`src/rtl/spq_pkg.sv`:
```
// shared types and constants of the sorted array priority queue
package spq_pkg;

  localparam int DEFAULT_DEPTH = 64;

  // result codes of a finished request
  typedef enum logic [1:0] {
    CODE_INSERTED = 2'd0,
    CODE_FULL     = 2'd1,
    CODE_SERVED   = 2'd2,
    CODE_EMPTY    = 2'd3
  } result_code_t;

  // request types
  localparam logic REQ_INSERT  = 1'b0;
  localparam logic REQ_DEQUEUE = 1'b1;

  // one stored record
  typedef struct packed {
    logic [3:0]  urgency;
    logic [7:0]  age;
    logic [9:0]  weight;
    logic [15:0] tag;
  } rec_t;

  // command broadcast to every cell of the row
  typedef struct packed {
    logic ins;
    logic deq;
    rec_t rec;
  } cmd_t;

endpackage

```
`src/rtl/spq_cell.sv`:
```
// one slot of the sorted record row
module spq_cell #(
  parameter int INDEX = 0,
  parameter int CNT_W = 7
) (
  input  logic          clk,
  input  logic [CNT_W-1:0] count,
  input  spq_pkg::cmd_t cmd,
  input  spq_pkg::rec_t left_rec,
  input  logic          left_move,
  input  spq_pkg::rec_t right_rec,
  output logic          move,
  output spq_pkg::rec_t rec
);
  import spq_pkg::*;

  logic occupied;

  // slot in use, entries sit packed at the low end of the row
  assign occupied = CNT_W'(INDEX) < count;

  // slot must change on insert: empty or holds a later key
  assign move = !occupied || (rec.urgency > cmd.rec.urgency);

  always_ff @(posedge clk) begin
    if (cmd.ins) begin
      if (move) begin
        rec <= left_move ? left_rec : cmd.rec;
      end
    end else if (cmd.deq) begin
      rec <= right_rec;
    end
  end

endmodule

```
`config.mk`:
```
export PLATFORM = sky130hd
export DESIGN_NAME = spq_cell
export DESIGN_NICKNAME = d
export VERILOG_FILES = /design/src/rtl/spq_pkg.sv /design/src/rtl/spq_cell.sv
export SDC_FILE = /design/constraint.sdc
export NUM_CORES = 1
export LEC_CHECK = 0
export BUFFER_PORTS_ARGS = -buffer_cell sky130_fd_sc_hd__buf_4
export CAP_MARGIN = 20
export CORE_ASPECT_RATIO = 0.7
export CORE_MARGIN = 2
export CORE_UTILIZATION = 40
export CTS_CLUSTER_DIAMETER = 40
export DETAILED_ROUTE_END_ITERATION = 6
export PLACE_DENSITY = 0.85
export SYNTH_ARGS = -nofsm -noshare
export SYNTH_HDL_FRONTEND = slang
export SYNTH_SLANG_ARGS = --single-unit
```
`constraint.sdc`:
```
create_clock -name clk -period 5.4 [get_ports clk]
set_input_delay 1.35 -clock clk [delete_from_list [all_inputs] [get_ports clk]]
set_output_delay 1.35 -clock clk [all_outputs]
set_load 0.02 [all_outputs]
```
==> reports/summary.txt <==
outcome = completed
clk_lat worst skew = 0.29 ns
number of detailed-routing iterations run before antenna repair = 4
share of power burned in the clock network = 0.223
endpoint of the lowest-slack register-to-register path = rec[26]
most instantiated flip-flop cell in the synthesis netlist = sky130_fd_sc_hd__edfxtp_1
Max Slew Vio Count = 0
combinational share of power = 0.314
maximum buffer depth of the clock tree = 2
placeable core region = 0.00489 mm2
GR Overflow Total = 0
Arrival @ worst endpoint = 2.55 ns
combined area of all synthesized cells = 0.00208 mm2
overall die height = 64.3 um
Detailed Place HPWL = 4340 um
final critical-path required period = 3.90 ns
number of flip-flops and latches in the synthesized netlist = 38
total detailed-routing wirelength = 5540 um
global-route wire length before repair = 8760 um
Hold Vio Cnt, Final = 0
Yosys warning total = 0
RSZ-0062 raised after global routing = no
placed cell areas = 0.00331 mm2
mean instance size in the synthesized netlist = 11.3 um2
Total Routing Usage GR = 0.192
reg-to-reg slack, setup = 2.98 ns
vias after detailed routing = 1973
clock-pin slew on the worst setup and hold paths = 0.07 ns
horizontal die dimension = 90.2 um
clock root buffer = sky130_fd_sc_hd__clkbuf_8
number of unique standard cell types used by synthesis = 19
switching power = 235 uW
final core occ = 0.695
launching element of the worst setup path = cmd[36]
gate count after technology mapping = 184
hold slack = 1.31 ns
Maximum Capacitance Violations = 0
number of fill cells = 387
capture point of the critical path = move
TritonCTS clock tree = yes
routed len/inst = 13.5 um
flip-flop count of the largest register, all copies and words added = 38
largest cells by area after synthesis = sky130_fd_sc_hd__edfxtp_1, sky130_fd_sc_hd__mux2i_1, sky130_fd_sc_hd__a21oi_1
Fin Clk Skew = 0.00717 ns
period utilization = 0.721
final design area excluding fillers = 0.00340 mm2
number of antenna cells inserted = 0
achievable clock frequency = 0.257 GHz
endpoint type of the worst setup path = output port
Post-Route Setup TNS = 0 ns
via count of the first global-routing pass = 1879
Yosys top cell area share = 0.548
TritonCTS Buffers = 5
standby leakage power = 1.62 nW
critical path class = input pin to output port
H-tree depth = 2
First DRT Iteration DRCs = 62
post-detailed-route count of antenna-violating nets = 0
largest driver fanout on the critical path = 3
slew at the pin with the worst max-slew slack = 0.812 ns
most instantiated library cell after synthesis = sky130_fd_sc_hd__nor2_1
CP Launch Type = input pin
Seq/Total Area, Yosys = 0.548
share of total power consumed by net switching = 0.284
required time of the critical path = 4.05 ns
pwr/cell area = 244 mW/mm2
pin count of the biggest net entering global routing = 79
clock sink total = 38
number of vias per cell after detailed routing = 4.79
fin nets = 471
fraction of layout instances using a drive strength above 1 = 0.501
tightest slew margin relative to the limit = 0.458
cell types with the highest counts after synthesis = sky130_fd_sc_hd__nor2_1, sky130_fd_sc_hd__a21oi_1, sky130_fd_sc_hd__edfxtp_1, sky130_fd_sc_hd__mux2i_1, sky130_fd_sc_hd__buf_2
Placer Congestion = 0.788
worst voltage drop across the vdd grid = 134 uV
Biggest register = rec
Int Power = 592 uW
number of enable-type register cells in the synthesized netlist = 38
area overhead of the layout relative to synthesis = 63.3%
fraction of registers with async set or reset after synthesis = 0
area of the die = 0.00580 mm2
Post-Syn Nets = 313
worst reg2reg startpoint = rec[36]
number of hold-repair buffers added at the cts stage = 0
CTS resizes = 0
area leader, netlist = sky130_fd_sc_hd__edfxtp_1
total DRC errors in the routed layout = 0
Finish-stage setup viols = 0
sequential power share = 0.463
number of rows in the core area = 21
Reg2Reg Depth = 6
Top Registers = rec (38)
worst-case setup slack after placement = 1.51 ns
number of antenna violations at the first check in global routing = 0
initial core utilization = 0.426
final worst setup slack = 1.50 ns
path class of the lowest-slack min-delay path = register to register
post-CTS setup buffer count = 0
Ports = 164
number of buffer cells added on primary ports = 163
## layer usage
| layer | vias to the layer above | wire (um) | global-route usage |
|---|---|---|---|
| li1 | 989 | - | - |
| met1 | 866 | 2080 | 0.217 |
| met2 | 109 | 2790 | 0.331 |
| met3 | 9 | 601 | 0.0825 |
| met4 | 0 | 70 | 0.0635 |
| met5 | - | 0 | 0 |
## placed cells by master, fill, tap and decap left out
master / synthesis / layout
sky130_fd_sc_hd__nand3b_1: 1 / 1
sky130_fd_sc_hd__a211oi_1: 1 / 1
sky130_fd_sc_hd__clkinv_2: 0 / 1
sky130_fd_sc_hd__nor4_1: 1 / 1
sky130_fd_sc_hd__inv_1: 4 / 4
sky130_fd_sc_hd__buf_4: 1 / 164
sky130_fd_sc_hd__nor3_1: 1 / 1
sky130_fd_sc_hd__clkbuf_8: 0 / 5
sky130_fd_sc_hd__a31oi_4: 0 / 1
sky130_fd_sc_hd__o211ai_1: 1 / 1
sky130_fd_sc_hd__ha_1: 4 / 4
sky130_fd_sc_hd__a21oi_1: 38 / 38
sky130_fd_sc_hd__edfxtp_1: 38 / 38
sky130_fd_sc_hd__clkinv_1: 0 / 1
sky130_fd_sc_hd__nand2_1: 3 / 3
sky130_fd_sc_hd__nand4_1: 1 / 1
sky130_fd_sc_hd__clkinvlp_4: 0 / 1
sky130_fd_sc_hd__nor2_1: 39 / 39
sky130_fd_sc_hd__mux2i_1: 38 / 38
## worst min path at each step
stage / slack (ns) / startpoint / to / cells after the start
after CTS: 1.33 / rec[37] / rec[15] / 4
after detailed placement: 1.33 / rec[37] / rec[35] / 4
after global placement: 1.29 / rec[37] / rec[35] / 4
final: 1.31 / rec[37] / rec[35] / 4
after global routing: 1.38 / rec[37] / rec[15] / 4
after floorplan: 1.58 / right_rec[16] / rec[16] / 2
## final cells by class
cell class	count	area (um2)	area share
flip-flops and latches	38	1140	0.336
well taps	69	86.3	0.0254
clock buffers	5	68.8	0.0203
clock inverters	3	16.3	0.00479
multi-input cells	129	840	0.247
inverters	4	15.0	0.00442
repair buffers	164	1230	0.362
## power groups by stage
stage	logic, mW	registers [mW]	clock network, mW
final	0.260	0.383	0.185
after global routing	0.279	0.387	0.203
after CTS	0.263	0.384	0.190
after detailed placement	0.262	0.390	0
after global placement	0.256	0.389	0
after floorplan	0.0778	0.438	0
## cells by family after synthesis
| family | after synthesis | share of synthesized area |
|---|---|---|
| muxes | 38 | 0.183 |
| DFF | 38 | 0.548 |
| adders and majority gates | 4 | 0.0241 |
| and+or+nand+nor | 46 | 0.0878 |
| buffers and inverters | 17 | 0.0553 |
| AOI/OAI and AO/OA | 41 | 0.102 |
## critical path: stages
cell,delay [ns]
sky130_fd_sc_hd__buf_4,0.09
sky130_fd_sc_hd__inv_1,0.04
sky130_fd_sc_hd__ha_1,0.32
sky130_fd_sc_hd__a211oi_1,0.24
sky130_fd_sc_hd__nand2_1,0.09
sky130_fd_sc_hd__o211ai_1,0.18
sky130_fd_sc_hd__nand2_1,0.08
sky130_fd_sc_hd__buf_4,0.17
## through the flow
stage	power [mW]	std cells
global route	0.869	412
floorplan	0.515	184
finish	0.828	412
global placement	0.645	404
CTS	0.836	412
detailed placement	0.652	404
Power figures use the tool's default switching activity.
